===== config.mk =====
export PLATFORM = sky130hd
export DESIGN_NAME = packet_flow_key_extractor
export DESIGN_NICKNAME = d
export VERILOG_FILES = /design/src/pfke_pkg.sv /design/src/pfke_parser.sv /design/src/pfke_out_reg.sv /design/src/packet_flow_key_extractor.sv
export VERILOG_INCLUDE_DIRS = /design/src /design/src/src
export SDC_FILE = /design/constraint.sdc
export NUM_CORES = 2
export LEC_CHECK = 0
export ABC_CLOCK_PERIOD_IN_PS = 53300
export BUFFER_PORTS_ARGS = -buffer_cell sky130_fd_sc_hd__buf_2
export CAP_MARGIN = 15
export CORE_MARGIN = 4
export CORE_UTILIZATION = 45
export DETAILED_ROUTE_END_ITERATION = 6
export GPL_TIMING_DRIVEN = 0
export PLACE_DENSITY = 0.7
export SLEW_MARGIN = 30
export SYNTH_ARGS = -nofsm -noshare
export SYNTH_HDL_FRONTEND = slang
export SYNTH_SLANG_ARGS = --single-unit
export TNS_END_PERCENT = 5

===== constraint.sdc =====
create_clock -name clk -period 53.3 [get_ports clk]
set_clock_uncertainty 0.15 [all_clocks]
set_input_delay 10.66 -clock clk [delete_from_list [all_inputs] [get_ports clk]]
set_output_delay 10.66 -clock clk [all_outputs]
set_load 0.02 [all_outputs]

===== src/packet_flow_key_extractor_macros.svh =====
// Assertion macros shared by the flow key extractor modules.
`ifndef PACKET_FLOW_KEY_EXTRACTOR_MACROS_SVH
`define PACKET_FLOW_KEY_EXTRACTOR_MACROS_SVH
// Implication checked on every rising clock edge outside reset.
`define PFKE_ASSERT_IMP(label, clk_s, rst_s, ante, cons, msg) \
  label: assert property (@(posedge clk_s) disable iff (rst_s) (ante) |-> (cons)) \
    else $error(msg);
// Next-cycle implication checked outside reset.
`define PFKE_ASSERT_NEXT(label, clk_s, rst_s, ante, cons, msg) \
  label: assert property (@(posedge clk_s) disable iff (rst_s) (ante) |=> (cons)) \
    else $error(msg);
`endif


===== src/pfke_pkg.sv =====
// Package with constants, types and helpers for the flow key extractor.
package pfke_pkg;
  localparam int MaxVlanTagsDefault = 4;
  localparam int VlanTagBytes = 4;
  localparam int ResultBits = 4 + 1 + 8 + 16 + 16 + 16 + 64 * 4 + 16;
  // Result bus width, padded with zeros up to whole bytes.
  localparam int MDataBits = ((ResultBits + 7) / 8) * 8;

  localparam logic [2:0] STG_LINK = 3'd0;
  localparam logic [2:0] STG_IP4 = 3'd1;
  localparam logic [2:0] STG_IP6 = 3'd2;
  localparam logic [2:0] STG_L4 = 3'd3;
  localparam logic [2:0] STG_DONE = 3'd4;

  localparam logic [3:0] ST_OK = 4'd0;
  localparam logic [3:0] ST_ARP = 4'd1;
  localparam logic [3:0] ST_LLDP = 4'd2;
  localparam logic [3:0] ST_OTHER = 4'd3;
  localparam logic [3:0] ST_BAD_IPLEN = 4'd4;
  localparam logic [3:0] ST_UNK_PROTO = 4'd5;
  localparam logic [3:0] ST_BAD_TCPLEN = 4'd6;
  localparam logic [3:0] ST_SLL_PROTO = 4'd7;
  localparam logic [3:0] ST_TRUNC = 4'd8;

  localparam logic [15:0] ETH_IP4 = 16'h0800;
  localparam logic [15:0] ETH_IP6 = 16'h86DD;
  localparam logic [15:0] ETH_VLAN = 16'h8100;
  localparam logic [15:0] ETH_ARP = 16'h0806;
  localparam logic [15:0] ETH_LLDP = 16'h88CC;

  localparam logic [7:0] PR_ICMP = 8'd1;
  localparam logic [7:0] PR_IGMP = 8'd2;
  localparam logic [7:0] PR_TCP = 8'd6;
  localparam logic [7:0] PR_UDP = 8'd17;
  localparam logic [7:0] PR_ESP = 8'd50;
  localparam logic [7:0] PR_ICMP6 = 8'd58;

  typedef struct packed {
    logic [7:0] data_byte;
    logic first_byte;
    logic last_byte;
    logic [15:0] wire_length;
  } byte_item_t;

  typedef struct packed {
    logic [15:0] packet_bytes;
    logic [63:0] dst_addr_lo;
    logic [63:0] dst_addr_hi;
    logic [63:0] src_addr_lo;
    logic [63:0] src_addr_hi;
    logic [15:0] dst_port;
    logic [15:0] src_port;
    logic [15:0] ethertype_seen;
    logic [7:0] proto;
    logic is_ipv6;
    logic [3:0] status;
  } flow_key_t;

  function automatic logic proto_known(input logic [7:0] p, input logic ip6);
    return p == PR_ICMP || p == PR_IGMP || p == PR_TCP || p == PR_UDP ||
           p == PR_ESP || (ip6 && p == PR_ICMP6);
  endfunction
endpackage


===== src/pfke_parser.sv =====
// Per-packet parse state and header field capture, one byte per cycle while in_valid is high.
module pfke_parser import pfke_pkg::*; #(
  parameter int MAX_VLAN_TAGS = MaxVlanTagsDefault
) (
  input  logic       clk,
  input  logic       rst,
  input  logic       link_type,
  input  logic       in_valid,
  input  byte_item_t in_item,
  output logic       key_valid,
  output flow_key_t  key
);
  localparam int VW = $clog2(MAX_VLAN_TAGS + 1);

  logic [7:0] byte_position, byte_position_next;
  logic [2:0] parse_stage, parse_stage_next;
  logic [VW-1:0] vlan_tags_seen, vlan_tags_seen_next;
  logic [7:0] network_start, network_start_next;
  logic [7:0] transport_start, transport_start_next;
  logic [15:0] type_shift, type_shift_next;
  logic [7:0] type_high, type_high_next;
  logic [7:0] proto_held, proto_held_next;
  logic [63:0] src_hi, src_hi_next, src_lo, src_lo_next;
  logic [63:0] dst_hi, dst_hi_next, dst_lo, dst_lo_next;
  logic [31:0] ports_held, ports_held_next;
  logic [31:0] icmp_held, icmp_held_next;
  logic [3:0] status_held, status_held_next;
  logic [15:0] length_held, length_held_next;

  always_comb begin
    logic [7:0] pos, off, b, stg_pos;
    logic [8:0] hi;
    logic [15:0] t;
    logic [7:0] ihl;
    logic brk;
    logic [7:0] it, ic;
    logic [15:0] id, sp, dp;
    logic enter;
    b = in_item.data_byte;
    byte_position_next = byte_position;
    parse_stage_next = parse_stage;
    vlan_tags_seen_next = vlan_tags_seen;
    network_start_next = network_start;
    transport_start_next = transport_start;
    type_shift_next = type_shift;
    type_high_next = type_high;
    proto_held_next = proto_held;
    src_hi_next = src_hi;
    src_lo_next = src_lo;
    dst_hi_next = dst_hi;
    dst_lo_next = dst_lo;
    ports_held_next = ports_held;
    icmp_held_next = icmp_held;
    status_held_next = status_held;
    length_held_next = length_held;
    if (in_item.first_byte) begin
      byte_position_next = '0;
      parse_stage_next = STG_LINK;
      vlan_tags_seen_next = '0;
      network_start_next = '0;
      transport_start_next = '0;
      type_shift_next = '0;
      type_high_next = '0;
      proto_held_next = '0;
      src_hi_next = '0;
      src_lo_next = '0;
      dst_hi_next = '0;
      dst_lo_next = '0;
      ports_held_next = '0;
      icmp_held_next = '0;
      status_held_next = ST_OK;
      length_held_next = in_item.wire_length;
    end
    pos = byte_position_next;
    stg_pos = 8'(pos + 8'd1);
    hi = link_type ? 9'd14 : 9'(9'd12 + 9'(VlanTagBytes) * 9'(vlan_tags_seen_next));
    t = {type_high_next, b};
    off = 8'(pos - network_start_next);
    ihl = {2'b00, b[3:0], 2'b00};
    brk = 1'b0;
    enter = 1'b0;
    it = icmp_held_next[15:8];
    ic = icmp_held_next[7:0];
    id = {8'h00, b};
    sp = '0;
    dp = '0;
    unique case (parse_stage_next)
      STG_LINK: begin
        if ({1'b0, pos} == hi) begin
          type_high_next = b;
        end else if ({1'b0, pos} == 9'(hi + 9'd1)) begin
          type_shift_next = t;
          network_start_next = stg_pos;
          if (t == ETH_IP4) begin
            parse_stage_next = STG_IP4;
          end else if (t == ETH_IP6) begin
            parse_stage_next = STG_IP6;
          end else if (link_type) begin
            status_held_next = ST_SLL_PROTO;
            parse_stage_next = STG_DONE;
          end else if (t == ETH_VLAN) begin
            if (VW'(vlan_tags_seen_next) < VW'(MAX_VLAN_TAGS)) begin
              vlan_tags_seen_next = VW'(vlan_tags_seen_next + 1'b1);
            end else begin
              status_held_next = ST_OTHER;
              parse_stage_next = STG_DONE;
            end
          end else begin
            parse_stage_next = STG_DONE;
            if (t == ETH_ARP) status_held_next = ST_ARP;
            else if (t == ETH_LLDP) status_held_next = ST_LLDP;
            else status_held_next = ST_OTHER;
          end
        end
      end
      STG_IP4: begin
        if (off == 8'd0) begin
          if (ihl < 8'd20) begin
            status_held_next = ST_BAD_IPLEN;
            parse_stage_next = STG_DONE;
            brk = 1'b1;
          end else begin
            transport_start_next = 8'(network_start_next + ihl);
          end
        end else if (off == 8'd9) begin
          proto_held_next = b;
          if (!proto_known(b, 1'b0)) begin
            status_held_next = ST_UNK_PROTO;
            parse_stage_next = STG_DONE;
            brk = 1'b1;
          end
        end else if (off >= 8'd12 && off <= 8'd15) begin
          src_lo_next = {32'h0, src_lo_next[23:0], b};
        end else if (off >= 8'd16 && off <= 8'd19) begin
          dst_lo_next = {32'h0, dst_lo_next[23:0], b};
        end
        if (!brk && off >= 8'd19 && stg_pos == transport_start_next) enter = 1'b1;
      end
      STG_IP6: begin
        if (off == 8'd6) begin
          proto_held_next = b;
          if (!proto_known(b, 1'b1)) begin
            status_held_next = ST_UNK_PROTO;
            parse_stage_next = STG_DONE;
          end
        end else if (off >= 8'd8 && off <= 8'd15) begin
          src_hi_next = {src_hi_next[55:0], b};
        end else if (off >= 8'd16 && off <= 8'd23) begin
          src_lo_next = {src_lo_next[55:0], b};
        end else if (off >= 8'd24 && off <= 8'd31) begin
          dst_hi_next = {dst_hi_next[55:0], b};
        end else if (off >= 8'd32 && off <= 8'd39) begin
          dst_lo_next = {dst_lo_next[55:0], b};
        end
        if (off == 8'd39) begin
          transport_start_next = 8'(network_start_next + 8'd40);
          enter = 1'b1;
        end
      end
      STG_L4: begin
        off = 8'(pos - transport_start_next);
        if (proto_held_next == PR_ICMP) begin
          if (off == 8'd0 || off == 8'd1 || off == 8'd4 || off == 8'd5)
            icmp_held_next = {icmp_held_next[23:0], b};
          if (off == 8'd5) begin
            it = icmp_held_next[31:24];
            ic = icmp_held_next[23:16];
            id = icmp_held_next[15:0];
            if (it == 8'd8) begin
              dp = {8'h08, ic};
              sp = id;
            end else if (it == 8'd0) begin
              sp = {8'h08, ic};
              dp = id;
            end else begin
              sp = {8'h00, it};
              dp = {id[7:0], id[15:8]};
            end
            ports_held_next = {sp, dp};
            status_held_next = ST_OK;
            parse_stage_next = STG_DONE;
          end
        end else begin
          if (off <= 8'd3) ports_held_next = {ports_held_next[23:0], b};
          if (proto_held_next == PR_UDP && off == 8'd3) begin
            status_held_next = ST_OK;
            parse_stage_next = STG_DONE;
          end else if (proto_held_next == PR_TCP && off == 8'd12) begin
            status_held_next = (b[7:4] < 4'd5) ? ST_BAD_TCPLEN : ST_OK;
            parse_stage_next = STG_DONE;
          end
        end
      end
      default: ;
    endcase
    if (enter) begin
      if (proto_held_next == PR_IGMP || proto_held_next == PR_ICMP6 ||
          proto_held_next == PR_ESP) begin
        ports_held_next = '0;
        status_held_next = ST_OK;
        parse_stage_next = STG_DONE;
      end else begin
        parse_stage_next = STG_L4;
      end
    end
    if (pos != 8'hFF) byte_position_next = 8'(pos + 8'd1);
    if (in_item.last_byte && parse_stage_next != STG_DONE) begin
      status_held_next = ST_TRUNC;
    end
  end

  always_comb begin
    logic ok;
    ok = status_held_next == ST_OK;
    key.status = status_held_next;
    key.is_ipv6 = type_shift_next == ETH_IP6;
    key.proto = proto_held_next;
    key.ethertype_seen = type_shift_next;
    key.src_port = ok ? ports_held_next[31:16] : '0;
    key.dst_port = ok ? ports_held_next[15:0] : '0;
    key.src_addr_hi = ok ? src_hi_next : '0;
    key.src_addr_lo = ok ? src_lo_next : '0;
    key.dst_addr_hi = ok ? dst_hi_next : '0;
    key.dst_addr_lo = ok ? dst_lo_next : '0;
    key.packet_bytes = length_held_next;
    key_valid = in_valid && in_item.last_byte;
  end

  always_ff @(posedge clk) begin
    if (rst) begin
      byte_position <= '0;
      parse_stage <= STG_LINK;
      vlan_tags_seen <= '0;
      network_start <= '0;
      transport_start <= '0;
      type_shift <= '0;
      type_high <= '0;
      proto_held <= '0;
      src_hi <= '0;
      src_lo <= '0;
      dst_hi <= '0;
      dst_lo <= '0;
      ports_held <= '0;
      icmp_held <= '0;
      status_held <= ST_OK;
      length_held <= '0;
    end else if (in_valid) begin
      if (in_item.last_byte) begin
        byte_position <= '0;
        parse_stage <= STG_LINK;
        vlan_tags_seen <= '0;
        network_start <= '0;
        transport_start <= '0;
        type_shift <= '0;
        type_high <= '0;
        proto_held <= '0;
        src_hi <= '0;
        src_lo <= '0;
        dst_hi <= '0;
        dst_lo <= '0;
        ports_held <= '0;
        icmp_held <= '0;
        status_held <= ST_OK;
      end else begin
        byte_position <= byte_position_next;
        parse_stage <= parse_stage_next;
        vlan_tags_seen <= vlan_tags_seen_next;
        network_start <= network_start_next;
        transport_start <= transport_start_next;
        type_shift <= type_shift_next;
        type_high <= type_high_next;
        proto_held <= proto_held_next;
        src_hi <= src_hi_next;
        src_lo <= src_lo_next;
        dst_hi <= dst_hi_next;
        dst_lo <= dst_lo_next;
        ports_held <= ports_held_next;
        icmp_held <= icmp_held_next;
        status_held <= status_held_next;
      end
      length_held <= length_held_next;
    end
  end

  `include "packet_flow_key_extractor_macros.svh"
  `PFKE_ASSERT_IMP(a_stage_range, clk, rst, 1'b1, parse_stage <= STG_DONE,
    "parse stage out of range")
  `PFKE_ASSERT_IMP(a_vlan_bound, clk, rst, 1'b1,
    32'(vlan_tags_seen) <= MAX_VLAN_TAGS, "vlan count over bound")
  `PFKE_ASSERT_NEXT(a_clear_after_last, clk, rst, in_valid && in_item.last_byte,
    parse_stage == STG_LINK && byte_position == 8'd0, "state not cleared after last byte")
endmodule


===== src/pfke_out_reg.sv =====
// Output register with skid stage for flow key results.
module pfke_out_reg import pfke_pkg::*; (
  input  logic      clk,
  input  logic      rst,
  input  logic      in_valid,
  output logic      in_ready,
  input  flow_key_t in_key,
  output logic      out_valid,
  input  logic      out_ready,
  output flow_key_t out_key
);
  logic skid_valid;
  flow_key_t skid_key;

  assign in_ready = !skid_valid;

  always_ff @(posedge clk) begin
    if (rst) begin
      out_valid <= 1'b0;
      skid_valid <= 1'b0;
    end else begin
      if (!out_valid || out_ready) begin
        if (skid_valid) begin
          out_valid <= 1'b1;
          skid_valid <= 1'b0;
        end else begin
          out_valid <= in_valid;
        end
      end else if (in_valid && !skid_valid) begin
        skid_valid <= 1'b1;
      end
    end
  end

  always_ff @(posedge clk) begin
    if (!out_valid || out_ready) begin
      out_key <= skid_valid ? skid_key : in_key;
    end else if (in_valid && !skid_valid) begin
      skid_key <= in_key;
    end
  end

  `include "packet_flow_key_extractor_macros.svh"
  `PFKE_ASSERT_IMP(a_skid_needs_out, clk, rst, skid_valid, out_valid,
    "skid full while output empty")
  `PFKE_ASSERT_NEXT(a_skid_drains, clk, rst, skid_valid && out_ready, out_valid,
    "skid entry lost")
  `PFKE_ASSERT_NEXT(a_out_holds, clk, rst, out_valid && !out_ready, out_valid,
    "stalled result dropped")
endmodule


===== src/packet_flow_key_extractor.sv =====
// Top level of the packet flow key extractor.
//
// The block takes one packet byte per s_axis transaction. s_axis_tdata holds
// data_byte and wire_length, s_axis_tuser marks the first byte, and
// s_axis_tlast marks the last captured byte. It parses Ethernet (with up to
// MAX_VLAN_TAGS tags) or SLL framing, then IPv4 or IPv6, then TCP, UDP,
// ICMP, IGMP, ICMPv6 or ESP, and on the last byte emits one flow key on
// m_axis. Bytes are taken at one per cycle while s_axis_tready is high. The
// key for a packet is formed from the parse state in the same cycle as
// the last byte is accepted, and is registered before it reaches m_axis.
// link_type selects the framing; write it while no packet is in flight.
// Reset clears the parse state, the framing register and the output stage.
// When the receiver stalls, one key waits in the output register and a
// second in a skid register; s_axis_tready drops only when both are full,
// so bytes keep flowing while just one key is pending.
module packet_flow_key_extractor import pfke_pkg::*; #(
  parameter int MAX_VLAN_TAGS = MaxVlanTagsDefault
) (
  input  logic         clk,
  input  logic         rst,
  input  logic         cfg_we,
  input  logic         cfg_wdata,
  input  logic         s_axis_tvalid,
  output logic         s_axis_tready,
  input  logic [23:0]  s_axis_tdata,   // data_byte[7:0], wire_length[23:8]
  input  logic         s_axis_tuser,   // first_byte
  input  logic         s_axis_tlast,   // last_byte
  output logic         m_axis_tvalid,
  input  logic         m_axis_tready,
  output logic [MDataBits-1:0] m_axis_tdata // status, is_ipv6, proto,
  // ethertype_seen, src_port, dst_port, src_addr_hi, src_addr_lo,
  // dst_addr_hi, dst_addr_lo, packet_bytes (lowest bits first), zero padding
);
  logic link_type;
  logic in_ok;
  logic key_valid;
  logic out_in_ready;
  byte_item_t item;
  flow_key_t key, out_key;

  always_ff @(posedge clk) begin
    if (rst) link_type <= 1'b0;
    else if (cfg_we) link_type <= cfg_wdata;
  end

  assign item.data_byte = s_axis_tdata[7:0];
  assign item.wire_length = s_axis_tdata[23:8];
  assign item.first_byte = s_axis_tuser;
  assign item.last_byte = s_axis_tlast;

  // A byte is taken whenever the skid stage has room for a key.
  assign s_axis_tready = out_in_ready;
  assign in_ok = s_axis_tvalid && s_axis_tready;

  pfke_parser #(.MAX_VLAN_TAGS(MAX_VLAN_TAGS)) u_parser (
    .clk(clk), .rst(rst), .link_type(link_type), .in_valid(in_ok),
    .in_item(item), .key_valid(key_valid), .key(key)
  );

  pfke_out_reg u_out (
    .clk(clk), .rst(rst), .in_valid(key_valid), .in_ready(out_in_ready),
    .in_key(key), .out_valid(m_axis_tvalid), .out_ready(m_axis_tready),
    .out_key(out_key)
  );

  // Flow key struct is declared last field first, so status sits at bit 0.
  // The bus is filled up to whole bytes with zeros above the key.
  assign m_axis_tdata = MDataBits'(out_key);
endmodule

==> results.sh <==
export IMPL_slew_violations=0
export IMPL_syn_cell_area_um2=47800
export IMPL_ant_nets=0
export IMPL_max_clock_freq_ghz=0.0489
export IMPL_io_buffers=363
export IMPL_cp_data_required_time_ns=53.56
export IMPL_end_kind="flop"
export IMPL_synthTopCellsByCount="nor2_1, edfxtp_1, nand2_1, dfxtp_1, a22oi_1"
export IMPL_path_clk_slew_ns=0.07
export IMPL_drt_drc_violations_left=0
export IMPL_timing_max_slew_rel_slack=0.252
export IMPL_multi_input_area_um2=18000
export IMPL_cellLeakagePower_nw=20.3
export IMPL_finalHoldViolCount=0
export IMPL_hold_path_class="reg -> reg"
export IMPL_critPathLaunchType="input pin"
export IMPL_synth_ff_type="edfxtp_1"
export IMPL_worstSkewPairLatency_ns=0.72
export IMPL_rows=119
export IMPL_vias=38822
export IMPL_initial_core_util=0.453
export IMPL_synthDistinctLibCells=91
export IMPL_syn_inst=4457
export IMPL_regArea_um2=28100
export IMPL_viasPerCell=6.01
export IMPL_clock_sinks=1071
export IMPL_die_area_um2=112000
export IMPL_synth_seq_cells=1071
export IMPL_ys_top_cells_by_area="edfxtp_1, dfxtp_1, nor2_1"
export IMPL_final_period_utilization=0.384
export IMPL_drt_wl_total_mm=159
export IMPL_gp_congestion=1.00
export IMPL_cts_buffers=111
export IMPL_synthArstFlopShare=0
export IMPL_drive_gt1_frac=0.171
export IMPL_htreeDepth=3
export IMPL_crit_type="in -> reg"
export IMPL_post_cts_buffers=0
export IMPL_synth_edf_count=666
export IMPL_cts_tree="built"
export IMPL_syn_to_final_growth_pct=16.9
export IMPL_drt_iter0_markers=5168
export IMPL_grt_pass1_vias=36523
export IMPL_clockBufferDepth=3
export IMPL_die_h_um=334
export IMPL_firstDrtPassIters=6
export IMPL_cts_hold_repair_buffers=0
export IMPL_finalPower_w=0.00179
export IMPL_cp_max_fo=10
export IMPL_synthDominantCellAreaShare=0.418
export IMPL_syn_area_per_cell_um2=10.7
export IMPL_rsz0062_at_grt="no"
export IMPL_die_w_um=334
export IMPL_cts_resized=0
export IMPL_tightest_slew_ns=1.12
export IMPL_met3_usage=0.0493
export IMPL_synth_most_common_cell="nor2_1"
export IMPL_grt_first_pass_wirelength_mm=233
export IMPL_grt_overflow=0
export IMPL_fin_util=0.530
export IMPL_use_met2=0.429
export IMPL_grt_busiest_layer="met2"
export IMPL_fillCellCount=9328
export IMPL_worstPathArrival_ns=20.70
export IMPL_yosysTopAreaCell="edfxtp_1"
export IMPL_wl_per_cell_um=24.6
export IMPL_status="finished, final reports clean"
export IMPL_setup_viol=0
export IMPL_yosys_warnings=0
export IMPL_design_final_nets=5015
export IMPL_cap_violations=0
export IMPL_yosysSeqAreaShare=0.588
export IMPL_pin_count=370
export IMPL_grt_total_usage=0.274
export IMPL_ir_drop_uv=31.0
export IMPL_grt_util_met1=0.378
export IMPL_antenna_found_initial=9
export IMPL_cellPowerDensity_nw_per_um2=32.1
export IMPL_dp_hpwl_mm=115
export IMPL_core_um2=105000
export IMPL_grt_start_max_net_pins=52
export IMPL_period_minus_slack_ns=20.44
export IMPL_root_buffer="clkbuf_16"
worst paths after layout:
kind	from	endpoint	slack [ns]	depth (start not counted)
worst max-delay path	s_axis_tuser	u_out.out_key[261]	32.86	24
worst min-delay path	u_parser.network_start[2]	u_parser.network_start[2]	0.30	2
worst max register to register	u_parser.byte_position[0]	u_out.out_key[261]	45.50	17
worst min register to register	u_parser.network_start[2]	u_parser.network_start[2]	0.30	2
stage by stage:
step	std cells	worst slack (ns)	cell area, um^2	hold slack [ns]	TNS [ns]
after global placement	6213	-8.82	51400	0.284	-2915.72
after CTS	6452	33.02	55900	0.305	0
after global routing	6454	32.75	55900	0.336	0
final	6457	32.86	55900	0.304	0
after detailed placement	6241	32.28	52100	0.290	0
after floorplan	4459	16.39	47800	0.267	0
power breakdown:
| part | internal [W] | switching, W |
|---|---|---|
| Sequential | 0.000890 | 0.00000634 |
| Combinational | 0.0000231 | 0.0000762 |
| Clock | 0.000454 | 0.000341 |
cell type report:
| class | count | area share |
|---|---|---|
| buffer | 383 | 0.0298 |
| inverter | 21 | 0.00141 |
| sequential | 1071 | 0.503 |
| multi-input combinational | 2984 | 0.323 |
| antenna | 4 | 0.000179 |
| timing repair buffer | 392 | 0.0442 |
| clock inverter | 68 | 0.0116 |
| tap | 1391 | 0.0311 |
| clock buffer | 143 | 0.0558 |
per-layer routing:
layer  wire (um)  vias up
met5          13        -
met4        6640        2
met3       14600      362
met2       71700     1985
met1       65800    18971
li1            -    17502
flip-flops by register name, indices dropped and copies added, names as in the netlist, 16 cells and up:
signal / cells
u_out.out_key: 333
u_out.skid_key: 333
u_parser.dst_hi: 64
u_parser.dst_lo: 64
u_parser.icmp_held: 32
u_parser.length_held: 16
u_parser.ports_held: 32
u_parser.src_hi: 64
u_parser.src_lo: 64
u_parser.type_shift: 16
worst max-delay path, cell delays in order:
cell,delay [ns]
buf_4,0.20
buf_2,0.36
buf_2,0.38
clkbuf_1,0.57
buf_1,0.52
clkbuf_1,0.72
clkbuf_1,0.69
clkbuf_1,0.77
nor2b_1,0.19
inv_1,0.16
ha_1,0.20
nor2b_1,0.43
o22ai_1,0.20
a221o_1,0.36
or2_1,0.31
clkbuf_1,0.28
a21oi_1,0.73
nand2_1,0.52
mux2_2,0.39
nand2_1,0.10
o41ai_4,0.60
nor2_2,0.34
buf_2,0.29
o41ai_2,0.69
kinds of logic after synthesis:
group | after synthesis | synth area share
compound gates | 1074 | 0.165
simple gates | 1597 | 0.143
other cells | 1 | 0.0000784
buf+inv | 404 | 0.0359
flops | 1071 | 0.588
mux | 256 | 0.0560
xor+xnor | 35 | 0.00641
fa+ha+maj | 19 | 0.00544
placed cells by master (no fill, tap or decap), drive strengths merged, types with 11 or more instances in the layout:
cell	instances
nor2	752
edfxtp	666
buf	485
nand2	477
clkbuf	433
dfxtp	405
a22oi	329
o21ai	210
mux2i	165
nor3	136
a21oi	131
o31ai	129
mux2	91
o41ai	59
a2bb2oi	51
clkinv	49
and3	36
nand3	34
nor2b	28
inv	24
xnor2	21
nor4	21
nor3b	20
nand4	18
ha	16
a211oi	16
or3	15
a31oi	15
xor2	14
nand2b	14
o22ai	13
a22o	12
a31o	11
Power figures use the tool's default switching activity.
